===== src/rtl/assert_macros.svh =====
// Assertion macros shared by the interpolation block.
// Sampled on clk_i and disabled while rst_ni is low; no other dependencies.
`ifndef ASSERT_MACROS_SVH
`define ASSERT_MACROS_SVH

// Plain property check.
`define PLI_ASSERT(lbl, prop, msg) \
  lbl: assert property (@(posedge clk_i) disable iff (!rst_ni) prop) \
    else $error(msg);

// Implication check: antecedent, consequent.
`define PLI_ASSERT_IMPL(lbl, ante, cons, msg) \
  `PLI_ASSERT(lbl, (ante) |-> (cons), msg)

`endif


===== src/rtl/pli_pkg.sv =====
// Types and codes of the piecewise-linear table interpolation block.
// No dependencies; used by the front end, queue, back end and top level through scoped names.
package pli_pkg;

  localparam logic ACT_LOAD  = 1'b0;
  localparam logic ACT_QUERY = 1'b1;

  localparam int unsigned CfgW = 9;

  typedef enum logic [1:0] {
    OP_LOAD,
    OP_EMPTY,
    OP_SINGLE,
    OP_SEARCH
  } kind_e;

  typedef struct packed {
    logic               action;
    logic [7:0]         entry_index;
    logic signed [31:0] entry_x;
    logic signed [31:0] entry_y;
    logic signed [31:0] query_x;
  } in_beat_t;

  typedef struct packed {
    logic signed [31:0] interp_value;
    logic               no_entries;
  } out_beat_t;

  typedef struct packed {
    kind_e              kind;
    logic [7:0]         index;
    logic signed [31:0] x;
    logic signed [31:0] y;
  } entry_t;

  typedef struct packed {
    logic signed [31:0] x;
    logic signed [31:0] y;
  } bp_t;

endpackage


===== src/rtl/pli_front.sv =====
// Front end: accepts input beats, drops loads outside the table, classifies queries.
// Depends on pli_pkg.
module pli_front #(
  parameter int unsigned TABLE_DEPTH = 256
) (
  input  logic                             in_valid_i,
  output logic                             in_ready_o,
  input  pli_pkg::in_beat_t                in_beat_i,
  input  logic [$clog2(TABLE_DEPTH+1)-1:0] n_i,
  input  logic                             full_i,
  output logic                             push_o,
  output pli_pkg::entry_t                  push_entry_o
);

  localparam int unsigned CW = $clog2(TABLE_DEPTH + 1);

  logic is_load;
  logic slot_ok;

  assign is_load    = (in_beat_i.action == pli_pkg::ACT_LOAD);
  assign slot_ok    = (32'(in_beat_i.entry_index) < 32'(TABLE_DEPTH));
  assign in_ready_o = !full_i;
  assign push_o     = in_valid_i && !full_i && (!is_load || slot_ok);

  always_comb begin
    push_entry_o.index = in_beat_i.entry_index;
    push_entry_o.y     = in_beat_i.entry_y;
    if (is_load) begin
      push_entry_o.kind = pli_pkg::OP_LOAD;
      push_entry_o.x    = in_beat_i.entry_x;
    end else begin
      push_entry_o.x = in_beat_i.query_x;
      if (n_i == '0) begin
        push_entry_o.kind = pli_pkg::OP_EMPTY;
      end else if (n_i == CW'(1)) begin
        push_entry_o.kind = pli_pkg::OP_SINGLE;
      end else begin
        push_entry_o.kind = pli_pkg::OP_SEARCH;
      end
    end
  end

endmodule


===== config.mk =====
export PLATFORM = sky130hd
export DESIGN_NAME = pli_front
export DESIGN_NICKNAME = d
export VERILOG_FILES = /design/src/rtl/assert_macros.svh /design/src/rtl/pli_pkg.sv /design/src/rtl/pli_front.sv
export SDC_FILE = /design/constraint.sdc
export NUM_CORES = 1
export LEC_CHECK = 0
export BUFFER_PORTS_ARGS = -buffer_cell sky130_fd_sc_hd__clkbuf_2
export CAP_MARGIN = 25
export CORE_AREA = 2 2 75 77
export DETAILED_ROUTE_END_ITERATION = 10
export DIE_AREA = 0 0 77 79
export GPL_TIMING_DRIVEN = 0
export PLACE_DENSITY_LB_ADDON = 0.25
export SLEW_MARGIN = 0
export SYNTH_ARGS = -nofsm -noshare
export SYNTH_HDL_FRONTEND = slang
export SYNTH_SLANG_ARGS = --single-unit

===== constraint.sdc =====
create_clock -name vclk -period 0.8
set_input_delay 0.04 -clock vclk [all_inputs]
set_output_delay 0.04 -clock vclk [all_outputs]
set_load 0.05 [all_outputs]

==> flow_metrics.env <==
export IMPL_p_leak_nw=1.29
export IMPL_setup_tns_ns=-0.385
export IMPL_die_w_um=77
export IMPL_synth_cells=84
export IMPL_synth_warnings=0
export IMPL_final_cell_count_no_fill=310
export IMPL_die_area_sq_um=6080
export IMPL_yosysUniqueCellTypes=9
export IMPL_relSlewSlack_pct=76.0
export IMPL_core_sq_um=5340
export IMPL_hold_path_endpoint="push_entry_o[29]"
export IMPL_whs_ns=0.407
export IMPL_grt_overflow=0
export IMPL_worstHoldPathType="input port to output pin"
export IMPL_port_buffers=151
export IMPL_violations="setup timing"
export IMPL_dp_hpwl_um=3270
export IMPL_pin_count=192
export IMPL_seq_area_sq_um=0
export IMPL_cp_required_ns=0.76
export IMPL_start_util_pct=16.5
export IMPL_area_growth_pct=153
export IMPL_setup_ws_ns=-0.0836
export IMPL_antenna_cells=0
export IMPL_antenna_left=0
export IMPL_final_max_slew_violation_count=0
export IMPL_dr_first_iter_drc_count=9
export IMPL_synth_area_per_cell_sq_um=10.5
export IMPL_grt_usage_pct=10.5
export IMPL_syn_area_sq_um=883
export IMPL_min_period_ns=0.884
export IMPL_ys_seq_area_share_pct=0
export IMPL_drive_gt1_share_pct=98.3
export IMPL_antenna_found_initial=0
export IMPL_wl_per_cell_um=12.2
export IMPL_finalCritPeriodShare_pct=110
export IMPL_worstHoldStart="in_beat_i[61]"
export IMPL_crit_chain="clkbuf_2 -> nor4_4 -> a31oi_4 -> buf_8"
export IMPL_worst_pin_slew_ns=0.357
export IMPL_status="finished, violations left"
export IMPL_grt_max_degree=10
export IMPL_num_vias=1134
export IMPL_clockBufferCount=0
export IMPL_rsz0062_at_grt="true"
export IMPL_slowest_delay_ns=0.40
export IMPL_design_seq_count=0
export IMPL_p_per_area_nw_per_um2=965
export IMPL_ir_worst_vdd_v=0.000439
export IMPL_drc=0
export IMPL_fmaxAchievable_ghz=1.13
export IMPL_post_place_cells=307
export IMPL_ys_top_cells_by_area="mux2_4 49%, buf_4 34%, buf_12 6.8%, mux2_2 3.8%, a31oi_1 1.4%"
export IMPL_fp_row_count=27
export IMPL_yosysTopAreaCell="mux2_4"
export IMPL_grt_pass1_vias=1091
export IMPL_crit_type="input port to output pin"
export IMPL_syn_num_nets=200
export IMPL_setup_viol=26
export IMPL_dr_pass1_iters=4
export IMPL_routed_wirelength_um=3790
export IMPL_fillCellCount=514
export IMPL_crit_slowest_cell="nor4_4"
export IMPL_vias_per_cell=3.66
export IMPL_nets=356
export IMPL_gp_congestion=0.700
export IMPL_cap_violations=0
export IMPL_crit_path_end_kind="output pin"
export IMPL_synth_top_area_share_pct=49.3
export IMPL_die_h_um=79
export IMPL_grt_pass1_wl_um=5240
export IMPL_hold_path_cell_count=2
export IMPL_final_hold_violation_count=0
export IMPL_critPathArrivalTime_ns=0.84
export IMPL_critPathLaunchType="input port"
export IMPL_critPathMaxFanout=2
## synth_stat cells
master,instances
inv_1,3
a31oi_1,2
buf_12,3
nor4_1,2
mux2_2,3
mux2_4,29
buf_6,1
nor2b_1,1
buf_4,40
## metrics by stage
stage	utilization [%]	power (mW)	setup slack [ns]	cell area, sq um
2_1_floorplan	-	1.37	0.00857	943
3_3_place_gp	33.5	1.80	-0.149	1790
3_5_place_dp	33.5	1.80	-0.154	1790
4_1_cts	41.2	2.10	-0.0998	2200
5_1_grt	41.8	2.23	-0.139	2230
6_report	41.8	2.16	-0.0836	2230
## cell families after synthesis
family                 synth area share [%]
buffers and inverters                  43.3
multiplexers                           53.1
AND/OR/NAND/NOR                        2.12
AO/OA/AOI/OAI                          1.42
## power breakdown
part           switching [mW]  leakage, nW  internal, mW
sequential                  0            0             0
clock                       0            0             0
combinational            1.21         1.29         0.943
total                    1.21         1.29         0.943
## cell usage in the layout, fill, tap and decap left out
| master | instances |
|---|---|
| mux2_2 | 3 |
| nor4_4 | 2 |
| clkbuf_16 | 4 |
| buf_4 | 40 |
| clkbuf_8 | 3 |
| buf_8 | 25 |
| clkbuf_2 | 117 |
| a31oi_4 | 2 |
| mux2_4 | 29 |
| buf_16 | 3 |
| buf_6 | 1 |
| buf_12 | 3 |
| clkbuf_4 | 2 |
| inv_1 | 3 |
| nor2b_1 | 1 |
## critical path, delay by kind of cell
family                 cells  cell delay (ns)
AO/OA/AOI/OAI              1             0.13
buffers and inverters      2             0.27
AND/OR/NAND/NOR            1             0.40
## timing repair
action                                  4_1_cts  5_1_grt
setup buffers                                 0        0
endpoints found under the setup margin       32       32
resized for setup                            73       26
hold endpoints to repair                      0        0
pin swaps                                     2        2
gates cloned                                  3        1
hold buffers                                  0        0
## worst max path at each step
stage / start / endpoint / cells past startpoint
final: n_i[2] / push_entry_o[73] / 4
after global routing: n_i[1] / push_entry_o[73] / 4
after CTS: n_i[2] / push_entry_o[73] / 4
after detailed placement: n_i[1] / push_entry_o[72] / 4
after global placement: n_i[5] / push_entry_o[73] / 4
after floorplan: in_beat_i[104] / push_entry_o[72] / 4
## area by class of cell
class | instances | area [sq um] | share of cell area [%]
multi-input cells | 37 | 561 | 25.1
inverters | 3 | 11.3 | 0.504
plain buffers | 44 | 388 | 17.4
well taps | 72 | 90.1 | 4.03
repair buffers | 154 | 1180 | 53.0
## per-layer routing
layer | track usage (%) | wire length (um) | up-vias
met5 | 0 | 0 | -
met4 | 0 | 0 | 0
met1 | 9.59 | 1160 | 466
met3 | 2.39 | 490 | 0
met2 | 24.1 | 2140 | 111
li1 | - | - | 557
No activity file was read; power rests on OpenSTA's default activity.
