## config.mk

```make
export PLATFORM = sky130hd
export DESIGN_NAME = pli_queue
export DESIGN_NICKNAME = d
export VERILOG_FILES = /design/src/rtl/pli_pkg.sv /design/src/rtl/pli_queue.sv
export VERILOG_INCLUDE_DIRS = /design/src /design/src/rtl
export SDC_FILE = /design/constraint.sdc
export NUM_CORES = 1
export LEC_CHECK = 0
export BUFFER_PORTS_ARGS = -buffer_cell sky130_fd_sc_hd__buf_2
export CORE_MARGIN = 5
export CORE_UTILIZATION = 58
export CTS_BUF_LIST = sky130_fd_sc_hd__clkbuf_8
export CTS_CLUSTER_DIAMETER = 80
export DETAILED_ROUTE_END_ITERATION = 8
export PLACE_DENSITY = 0.95
export SLEW_MARGIN = 5
export SYNTH_ARGS = -nofsm -noshare
export SYNTH_HDL_FRONTEND = slang
export SYNTH_SLANG_ARGS = --single-unit
```

## constraint.sdc

```tcl
create_clock -name clk_i -period 10.17 [get_ports clk_i]
set_input_delay 0.5085 -clock clk_i [delete_from_list [all_inputs] [get_ports clk_i]]
set_output_delay 0.5085 -clock clk_i [all_outputs]
set_load 0.005 [all_outputs]
```

## src/rtl/assert_macros.svh

```systemverilog
// Assertion macros shared by the interpolation block.
// Sampled on clk_i and disabled while rst_ni is low; no other dependencies.
`ifndef ASSERT_MACROS_SVH
`define ASSERT_MACROS_SVH

// Plain property check.
`define PLI_ASSERT(lbl, prop, msg) \
  lbl: assert property (@(posedge clk_i) disable iff (!rst_ni) prop) \
    else $error(msg);

// Implication check: antecedent, consequent.
`define PLI_ASSERT_IMPL(lbl, ante, cons, msg) \
  `PLI_ASSERT(lbl, (ante) |-> (cons), msg)

`endif

```

## src/rtl/pli_pkg.sv

```systemverilog
// Types and codes of the piecewise-linear table interpolation block.
// No dependencies; used by the front end, queue, back end and top level through scoped names.
package pli_pkg;

  localparam logic ACT_LOAD  = 1'b0;
  localparam logic ACT_QUERY = 1'b1;

  localparam int unsigned CfgW = 9;

  typedef enum logic [1:0] {
    OP_LOAD,
    OP_EMPTY,
    OP_SINGLE,
    OP_SEARCH
  } kind_e;

  typedef struct packed {
    logic               action;
    logic [7:0]         entry_index;
    logic signed [31:0] entry_x;
    logic signed [31:0] entry_y;
    logic signed [31:0] query_x;
  } in_beat_t;

  typedef struct packed {
    logic signed [31:0] interp_value;
    logic               no_entries;
  } out_beat_t;

  typedef struct packed {
    kind_e              kind;
    logic [7:0]         index;
    logic signed [31:0] x;
    logic signed [31:0] y;
  } entry_t;

  typedef struct packed {
    logic signed [31:0] x;
    logic signed [31:0] y;
  } bp_t;

endpackage

```

## src/rtl/pli_queue.sv

```systemverilog
// Two-entry queue of classified items between front end and back end.
// Depends on pli_pkg and assert_macros.svh.
`include "assert_macros.svh"

module pli_queue (
  input  logic            clk_i,
  input  logic            rst_ni,
  input  logic            push_i,
  input  pli_pkg::entry_t push_entry_i,
  output logic            full_o,
  input  logic            pop_i,
  output logic            head_valid_o,
  output pli_pkg::entry_t head_o
);

  localparam int unsigned Depth = 2;
  localparam int unsigned PtrW  = $clog2(Depth);
  localparam int unsigned CntW  = $clog2(Depth + 1);

  pli_pkg::entry_t mem_q [Depth];
  logic [PtrW-1:0] wr_ptr_q, rd_ptr_q;
  logic [CntW-1:0] cnt_q;

  assign full_o       = (cnt_q == CntW'(Depth));
  assign head_valid_o = (cnt_q != '0);
  assign head_o       = mem_q[rd_ptr_q];

  always_ff @(posedge clk_i or negedge rst_ni) begin
    if (!rst_ni) begin
      wr_ptr_q <= '0;
      rd_ptr_q <= '0;
      cnt_q    <= '0;
    end else begin
      if (push_i) begin
        wr_ptr_q <= wr_ptr_q + PtrW'(1);
      end
      if (pop_i) begin
        rd_ptr_q <= rd_ptr_q + PtrW'(1);
      end
      if (push_i && !pop_i) begin
        cnt_q <= cnt_q + CntW'(1);
      end else if (pop_i && !push_i) begin
        cnt_q <= cnt_q - CntW'(1);
      end
    end
  end

  always_ff @(posedge clk_i) begin
    if (push_i) begin
      mem_q[wr_ptr_q] <= push_entry_i;
    end
  end

  `PLI_ASSERT_IMPL(a_no_overflow, push_i, !full_o, "push into full queue")
  `PLI_ASSERT_IMPL(a_no_underflow, pop_i, head_valid_o, "pop from empty queue")

endmodule

```

==> impl_metrics.ini, run 1 <==
[critical_path]
highest_net_fanout_along_the_worst_path = 41
setup.worst_path.class = reg -> out
critical_path.endpoint_type = output pin
startpoint_type = flip-flop
cp_data_arrival_time_ps = 2440
data_required_time_of_the_critical_path_ps = 9660

[timing]
grt_setup_unrepaired = false
report.final.hold_viol_count = 0
fmax_mhz = 340
post-route-period-util = 0.290
finalMaxSlewViolations = 0
relSlewSlack = 0.351
worst_max_slew_pin_slew_ps = 973
final-setup-viol-count = 0
fin_crit_ps = 2950
finalSetupTns_ps = 0
worst_clock_skew_ps = 10.0

[detailed_routing]
detail_route.wl_per_cell_um = 17.8
drcViolationCount = 0
antenna_violating_nets_post_route = 0
route.vias.total = 2802
drt_wl_total_um = 9940
drt_pass1_iterations = 4
vias_per_cell = 5.01
drt_first_iter_violations = 125

[pwr]
internal-power_w = 0.00141
power-per-cell-area_nw_per_um2 = 269
ir_worst_vdd_uv = 165
power.switching_w = 0.000492
power_frac_clock = 0.261
power.share.sequential = 0.472
comb_power_share = 0.267
p_sw_frac = 0.258
fin_total_pwr_w = 0.00190
leak_nw = 2.83

[cells_and_area]
layout-drive-gt1-share = 0.613
final_net_count = 492
flow.area_growth_from_synthesis_pct = 23.3
antenna-diode-count = 0

[logic_synthesis]
ranking_of_synthesized_cells_by_area = sky130_fd_sc_hd__edfxtp_1, sky130_fd_sc_hd__mux2_4, sky130_fd_sc_hd__mux2_2, sky130_fd_sc_hd__dfrtp_1, sky130_fd_sc_hd__buf_6
synthesis.yosys.warnings = 0
synth.cell_area_um2 = 5730
synth_area_per_cell_um2 = 23.3
synth_nets = 325
synth.largest_area_cell = sky130_fd_sc_hd__edfxtp_1
ys_seq_area_frac = 0.793
asyncSetResetFlopFracSynth = 0.0263
synth_cell_type_count = 14
dominantRegCellSynth = sky130_fd_sc_hd__edfxtp_1
postSynthRegisterBits = 152
synth_cells = 246
yosys.area.top_type_share = 0.775
most_instantiated_library_cell_after_synthesis = sky130_fd_sc_hd__edfxtp_1
synth_common_cells = sky130_fd_sc_hd__edfxtp_1, sky130_fd_sc_hd__mux2_4, sky130_fd_sc_hd__mux2_2
synth-edff-count = 148

[placement]
finalWeightedCongestion = 0.659
dp.final_hpwl_um = 6780
numPortBuffers = 153

[die]
start_util = 0.592
row_count = 36
fp.dieArea_um2 = 12000
die_height_um = 109
core_um2 = 9680
die_w_um = 109
top_level_ports = 154

[worst_hold_path]
min_path_type = in -> reg

[clock_network]
tritoncts = done
postCtsHoldBufs = 1
clock-root-buffer = sky130_fd_sc_hd__clkbuf_8
post-cts-setup-buffers = 0
clk-insertion-delay-late_ps = 430
max_buffers_root_to_sink = 2
cts_sinks = 152
cts.htree.levels = 4
cts_repair_resized_insts = 0
tritoncts_buffer_count = 17
clk_pin_slew_ps = 80

[global_routing]
gr-total-overflow = 0
first_pass_grt_wire_length_um = 14900
grt_max_degree = 75
grt_pass1_vias = 2995
antenna_found_initial = 1
globalRouteTotalUtil = 0.172

[run_status]
run_status = finished clean

[job]
drv.max_cap_violation_count = 0
## cell families (layout without fill, tap and decap cells)
logic type               Yosys count  after routing  synth area share
adder cells (fa/ha/maj)            1              1           0.00218
AND/OR/NAND/NOR                    5              5           0.00502
multiplexers                      74             74             0.178
XOR/XNOR                           5              5           0.00764
buffers and inverters              9            189            0.0142
flip-flops                       152            152             0.793
## power groups by stage
stage          combinational, W  sequential, W  clock, W
2_1_floorplan          0.000373       0.000879         0
3_5_place_dp           0.000517       0.000915         0
5_1_grt                0.000549       0.000913  0.000540
3_3_place_gp           0.000505       0.000904         0
4_1_cts                0.000519       0.000901  0.000508
6_report               0.000508       0.000899  0.000498
## area by class of cell
type	count	area, um2
Sequential cell	152	4550
Fill cell	590	2620
Clock inverter	15	210
Multi-Input combinational cell	85	1120
Tap cell	133	166
Inverter	1	3.75
Timing Repair Buffer	156	791
Clock buffer	17	234
## registers in the layout, indices dropped and copies added, names as in the netlist
register  flops
cnt_q         2
mem_q       148
rd_ptr_q      1
wr_ptr_q      1
## cells in the final DEF (no fill, tap or decap), drive strengths merged
cell,count
or2,1
clkbuf,17
edfxtp,148
nor2,1
dfrtp,4
xnor2,1
and2,1
xor2,4
mux2,74
inv,3
clkinvlp,3
buf,155
nor2b,2
ha,1
clkinv,5
dlygate4sd3,1
bufinv,5
## per-layer routing
metal  vias to the layer above  global-route usage  share of wire
met5                         -                   0         0.0013
met1                      1370               0.196           0.37
met3                        16              0.0540          0.079
met2                       111               0.301           0.54
met4                         2              0.0695          0.013
li1                       1303                   -              -
## final timing paths
| path | from | end | slack [ps] | depth (start not counted) |
|---|---|---|---|---|
| min | push_entry_i[58] | mem_q[1][58] | 270 | 1 |
| max in group asynchronous | rst_ni | rd_ptr_q | 9620 | 2 |
| max reg2reg | wr_ptr_q | mem_q[0][63] | 8050 | 2 |
| min in group asynchronous | rst_ni | rd_ptr_q | 420 | 2 |
| min reg2reg | cnt_q[1] | cnt_q[1] | 500 | 1 |
| max | rd_ptr_q | head_o[54] | 7220 | 3 |
## worst max-delay path, stage by stage, from the launching register on
cell and delay [ps]:
sky130_fd_sc_hd__dfrtp_4 780, sky130_fd_sc_hd__buf_4 690, sky130_fd_sc_hd__mux2_2 410, sky130_fd_sc_hd__buf_2 130
## through the flow
step,hold slack [ps],instance area [um2],util,setup WS (ps),cells
floorplan,213,5730,-,5900,246
global placement,319,6620,0.683,7650,526
detailed placement,318,6620,0.683,7640,526
CTS,242,7070,0.730,7160,559
global route,233,7070,0.730,7080,559
finish,269,7070,0.730,7220,559
Note: power is estimated with default switching activity, not from simulation.
==> run 2, diff against run 1 <==
CORE_UTILIZATION = 54   (was 58)
PLACE_DENSITY = 0.91   (was 0.95)
clock period = 3.1 ns   (was 10.17 ns; I/O delays follow)
==> impl_metrics.ini, run 2 (synthesis results as in run 1) <==
[timing]
report.final.hold_viol_count = 0
relSlewSlack = 0.346
finalSetupTns_ps = 0
fmax_mhz = 431
worst_clock_skew_ps = 11.7
worst_max_slew_pin_slew_ps = 980
final-setup-viol-count = 0
grt_setup_unrepaired = false
fin_crit_ps = 2320
whs_ps = 92.7
finalMaxSlewViolations = 0
post-route-period-util = 0.748

[detailed_routing]
drt_first_iter_violations = 148
drt_wl_total_um = 11800
route.vias.total = 3160
antenna_violating_nets_post_route = 0
drt_pass1_iterations = 4
vias_per_cell = 4.96
detail_route.wl_per_cell_um = 18.5
drcViolationCount = 0

[clock_network]
tritoncts = done
clk-insertion-delay-late_ps = 420
tritoncts_buffer_count = 17
cts_repair_resized_insts = 0
clk_pin_slew_ps = 80
clock-root-buffer = sky130_fd_sc_hd__clkbuf_8
cts.htree.levels = 4
cts_sinks = 152
max_buffers_root_to_sink = 2

[worst_hold_path]
min_path_type = in -> async

[run_status]
run_status = finished clean

[global_routing]
antenna_found_initial = 0
first_pass_grt_wire_length_um = 18300
grt_max_degree = 75
gr-total-overflow = 0
grt_pass1_vias = 3524
globalRouteTotalUtil = 0.192

[pwr]
ir_worst_vdd_uv = 621
leak_nw = 3.18
power-per-cell-area_nw_per_um2 = 826

[die]
row_count = 37
fp.dieArea_um2 = 12800
top_level_ports = 154
start_util = 0.555
die_w_um = 113
core_um2 = 10300
die_height_um = 113

[critical_path]
cp_data_arrival_time_ps = 2160
setup.worst_path.class = reg -> out
highest_net_fanout_along_the_worst_path = 39
worstPathCellList = buf_12 > mux2_2 > buf_2
data_required_time_of_the_critical_path_ps = 2940
startpoint_type = flip-flop
critical_path.endpoint_type = output pin
max_stage_delay_ps = 820
critical_path.slowest_cell = sky130_fd_sc_hd__dfrtp_4

[cells_and_area]
final_net_count = 569
flow.area_growth_from_synthesis_pct = 37.5
fill_cells = 555
seqCellArea_um2 = 4550
multiInputGateArea_um2 = 1120
largest_register_ffs = 148
antenna-diode-count = 0
layout-drive-gt1-share = 0.517
max_flop_register = mem_q
top_registers = mem_q: 148 flops, cnt_q: 2 flops
layout_commonest_cell = sky130_fd_sc_hd__buf_2
layout.cells.most_common_list = sky130_fd_sc_hd__buf_2, sky130_fd_sc_hd__edfxtp_1, sky130_fd_sc_hd__dlygate4sd3_1, sky130_fd_sc_hd__mux2_4, sky130_fd_sc_hd__mux2_2

[placement]
dp.final_hpwl_um = 6940
finalWeightedCongestion = 0.713
numPortBuffers = 153

[job]
drv.max_cap_violation_count = 0
## run 2: cell count changes in the layout (fill, tap and decap cells not counted)
cell and delta:
sky130_fd_sc_hd__buf_12 +1, sky130_fd_sc_hd__bufinv_16 +2, sky130_fd_sc_hd__clkinv_1 -1, sky130_fd_sc_hd__clkinv_2 -1
sky130_fd_sc_hd__clkinv_4 -1, sky130_fd_sc_hd__clkinvlp_4 -3, sky130_fd_sc_hd__dlygate4sd3_1 +76, sky130_fd_sc_hd__inv_1 +2
## run 2: layer usage
| layer | up-vias | global-route usage | share of wire |
|---|---|---|---|
| met5 | - | 0 | 0 |
| met4 | 0 | 0.0753 | 0.019 |
| met3 | 22 | 0.0690 | 0.069 |
| met2 | 130 | 0.341 | 0.54 |
| met1 | 1551 | 0.209 | 0.37 |
| li1 | 1457 | - | - |
## run 2: worst paths after layout
path                       depth (start not counted)        startpoint  slack [ps]      endpoint
setup / recovery                                   3          rd_ptr_q         780    head_o[53]
hold reg to reg                                    1          cnt_q[1]         550      cnt_q[1]
setup reg to reg                                   1          wr_ptr_q        1430   mem_q[1][9]
hold / removal                                     2            rst_ni          90      cnt_q[0]
min in group clk_i                                 2  push_entry_i[46]         450  mem_q[1][46]
max in group asynchronous                          2            rst_ni        2870      rd_ptr_q
## run 2: layout make-up
type / instances / area share
clock buffers: 17 / 0.0297
clock inverters: 13 / 0.0302
flip-flops and latches: 152 / 0.577
well taps: 136 / 0.0216
multi-input cells: 85 / 0.142
inverters: 1 / 0.000476
repair buffers: 233 / 0.199
## run 2: worst max-delay path, delay by kind of cell, from the launching register on
family | cells | cell delay, ps
buffers and inverters | 2 | 470
flip-flops | 1 | 820
multiplexers | 1 | 390
## run 2: metrics by stage
| stage | worst slack (ps) | cells | power, W | instance area, um2 | utilization |
|---|---|---|---|---|---|
| 3_3_place_gp | 1260 | 530 | 0.00466 | 6640 | 0.643 |
| 5_1_grt | 658 | 637 | 0.00684 | 7880 | 0.763 |
| 3_5_place_dp | 1230 | 530 | 0.00473 | 6640 | 0.643 |
| 4_1_cts | 746 | 637 | 0.00655 | 7880 | 0.763 |
| 2_1_floorplan | 335 | 246 | 0.00410 | 5730 | - |
| 6_report | 782 | 637 | 0.00651 | 7880 | 0.763 |
## run 2: timing repair
action / 4_1_cts / 5_1_grt
endpoints found under the setup margin: 0 / 0
hold buffers: 77 / 0
setup buffers: 0 / 0
endpoints found under the hold margin: 154 / 0
## run 2: where the power goes
group	internal, W	leakage, nW	switching, W
registers	0.00273	1.43	0.000231
clock network	0.00110	0.248	0.000653
logic	0.00103	1.50	0.000759
==> run 3, diff against run 2 <==
ABC_AREA = 1   (was default)
CORE_UTILIZATION = 49   (was 54)
PLACE_DENSITY = 0.87   (was 0.91)
clock period = 1.91 ns   (was 3.1 ns; I/O delays follow)
==> impl_metrics.ini, run 3 <==
[pwr]
internal-power_w = 0.00743
leak_nw = 3.19
comb_power_share = 0.314
fin_total_pwr_w = 0.0101
power.share.sequential = 0.458
ir_worst_vdd_uv = 832
p_sw_frac = 0.265
power-per-cell-area_nw_per_um2 = 1280
power.switching_w = 0.00267
power_frac_clock = 0.229

[cells_and_area]
flow.area_growth_from_synthesis_pct = 37.1
seqCellArea_um2 = 4550
top_registers = mem_q: 148 flops, cnt_q: 2 flops
layout_commonest_cell = sky130_fd_sc_hd__buf_2
antenna-diode-count = 0
layout-drive-gt1-share = 0.511
max_flop_register = mem_q
layout.cells.most_common_list = sky130_fd_sc_hd__buf_2, sky130_fd_sc_hd__edfxtp_1, sky130_fd_sc_hd__dlygate4sd3_1, sky130_fd_sc_hd__mux2_4, sky130_fd_sc_hd__mux2_2
largest_register_ffs = 148
multiInputGateArea_um2 = 1110
layout.core_utilization = 0.687
final_net_count = 581
fill_cells = 705

[timing]
grt_setup_unrepaired = false
relSlewSlack = 0.707
fmax_mhz = 561
fin_crit_ps = 1780
finalMaxSlewViolations = 0
worst_clock_skew_ps = 6.72
report.final.hold_viol_count = 0
post-route-period-util = 0.932
postLayoutSetupSlackWorst_ps = 129
worst_max_slew_pin_slew_ps = 439
final-setup-viol-count = 0

[worst_hold_path]
holdCritStartpoint = push_entry_i[60]
hold_path_end = mem_q[1][60]
min_path_type = in -> reg
holdPathStages = 2

[die]
top_level_ports = 154
row_count = 39
die_height_um = 118
fp.dieArea_um2 = 14000
start_util = 0.501
die_w_um = 118
core_um2 = 11500

[placement]
dp.final_hpwl_um = 6910
place_worst_setup_slack_ps = 558
finalWeightedCongestion = 0.686
numPortBuffers = 153

[clock_network]
max_buffers_root_to_sink = 2
clk-insertion-delay-late_ps = 430
tritoncts = done
clock-root-buffer = sky130_fd_sc_hd__clkbuf_8
tritoncts_buffer_count = 17
cts_sinks = 152
cts.htree.levels = 4
clk_pin_slew_ps = 80

[detailed_routing]
detail_route.wl_per_cell_um = 17.2
drt_first_iter_violations = 204
route.vias.total = 3189
vias_per_cell = 4.85
drcViolationCount = 0
antenna_violating_nets_post_route = 0
drt_wl_total_um = 11300
drt_pass1_iterations = 4

[critical_path]
number_of_buffer_and_inverter_instances_along_the_worst_setup_path = 2
cp_data_arrival_time_ps = 1690
critical_path.endpoint_type = output pin
startpoint_type = flip-flop
worstPathCellList = buf_12 > mux2_2 > buf_2
highest_net_fanout_along_the_worst_path = 42
ff2ff_path_depth = 3
r2r-end = mem_q[1][72]
critical-path-top-delay-family = flip-flops
setup.reg_to_reg.worst_slack_ps = 540
data_required_time_of_the_critical_path_ps = 1810
setup.worst_path.class = reg -> out
timing.rr.start = wr_ptr_q
max_stage_delay_ps = 440
critical_path.slowest_cell = sky130_fd_sc_hd__dfrtp_4

[logic_synthesis]
synth-edff-count = 148
synth_compound_area_frac = 0
synth_cell_type_count = 14
synth_common_cells = sky130_fd_sc_hd__edfxtp_1, sky130_fd_sc_hd__mux2_4, sky130_fd_sc_hd__mux2_2
synth_nets = 334
synth_adder_area_share = 0.00218
synth_area_per_cell_um2 = 22.5
synth_cells = 255
synth.cell_area_um2 = 5750
synth_xor_area_frac = 0.00457
asyncSetResetFlopFracSynth = 0.0263
postSynthRegisterBits = 152
dominant_combinational_cell_family_by_area_after_synthesis = multiplexers
ys_seq_area_frac = 0.790
synthMuxAreaShare = 0.178
synthesis.yosys.warnings = 0
synth.largest_area_cell = sky130_fd_sc_hd__edfxtp_1
most_instantiated_library_cell_after_synthesis = sky130_fd_sc_hd__edfxtp_1
yosys.area.top_type_share = 0.773
dominantRegCellSynth = sky130_fd_sc_hd__edfxtp_1
ranking_of_synthesized_cells_by_area = sky130_fd_sc_hd__edfxtp_1, sky130_fd_sc_hd__mux2_4, sky130_fd_sc_hd__mux2_2, sky130_fd_sc_hd__dfrtp_1, sky130_fd_sc_hd__buf_6
simple_gate_share_of_the_synthesized_area = 0.00718

[run_status]
run_status = finished clean

[global_routing]
gr-total-overflow = 0
first_pass_grt_wire_length_um = 18000
globalRouteTotalUtil = 0.166
grt_pass1_vias = 3562
grt_max_degree = 75
antenna_found_initial = 0

[job]
drv.max_cap_violation_count = 0
## run 3: cell count changes after synthesis, sizes merged
cell	change
nand3	+1
or2	-1
inv	+6
nand4	+1
and2	-1
xor2	-2
nor2	+1
nor2b	-2
nand2	+6
## run 3: routing by layer
| metal | GRT usage | up-vias | part of all wire |
|---|---|---|---|
| met4 | 0.0695 | 0 | 0.019 |
| li1 | - | 1488 | - |
| met2 | 0.291 | 106 | 0.54 |
| met3 | 0.0535 | 18 | 0.057 |
| met5 | 0 | - | 0 |
| met1 | 0.185 | 1577 | 0.39 |
## run 3: logic make-up after synthesis
family        count (synthesis)
buf+inv                      15
fa+ha+maj                     1
flops                       152
simple gates                 10
xor+xnor                      3
mux                          74
## run 3: through the flow
stage | setup TNS [ps] | hold slack (ps) | cell area, um2 | instances
6_report | 0 | 386 | 7880 | 658
2_1_floorplan | -5450 | -200 | 5760 | 255
5_1_grt | 0 | 353 | 7880 | 658
3_3_place_gp | 0 | -90.0 | 6720 | 548
4_1_cts | 0 | 345 | 7880 | 658
3_5_place_dp | 0 | -87.8 | 6720 | 548
## run 3: repair_timing
action                                 CTS  global route
gates resized for setup                  0             0
hold buffers                            78             0
endpoints found under the hold margin  154             0
setup buffers                            0             0
## run 3: power groups by stage
stage	logic, W	clock network, W	registers [W]
2_1_floorplan	0.00200	0	0.00464
3_3_place_gp	0.00302	0	0.00465
3_5_place_dp	0.00309	0	0.00470
4_1_cts	0.00322	0.00239	0.00463
5_1_grt	0.00339	0.00255	0.00468
6_report	0.00317	0.00231	0.00462
## run 3: worst max-delay path by stage
stage	slack (ps)	depth (start not counted)	endpoint	start
3_3_place_gp	600	2	mem_q[0][63]	wr_ptr_q
6_report	130	3	head_o[70]	rd_ptr_q
3_5_place_dp	560	2	mem_q[0][2]	wr_ptr_q
4_1_cts	90	3	head_o[61]	rd_ptr_q
5_1_grt	40	3	head_o[70]	rd_ptr_q
2_1_floorplan	-50	2	mem_q[1][0]	wr_ptr_q
## run 3: final cells by class
cell class,instances,area share
inverter,7,0.00381
clock inverter,15,0.0183
tap,143,0.0227
sequential,152,0.577
multi-input combinational,88,0.141
clock buffer,17,0.0297
timing repair buffer,236,0.207
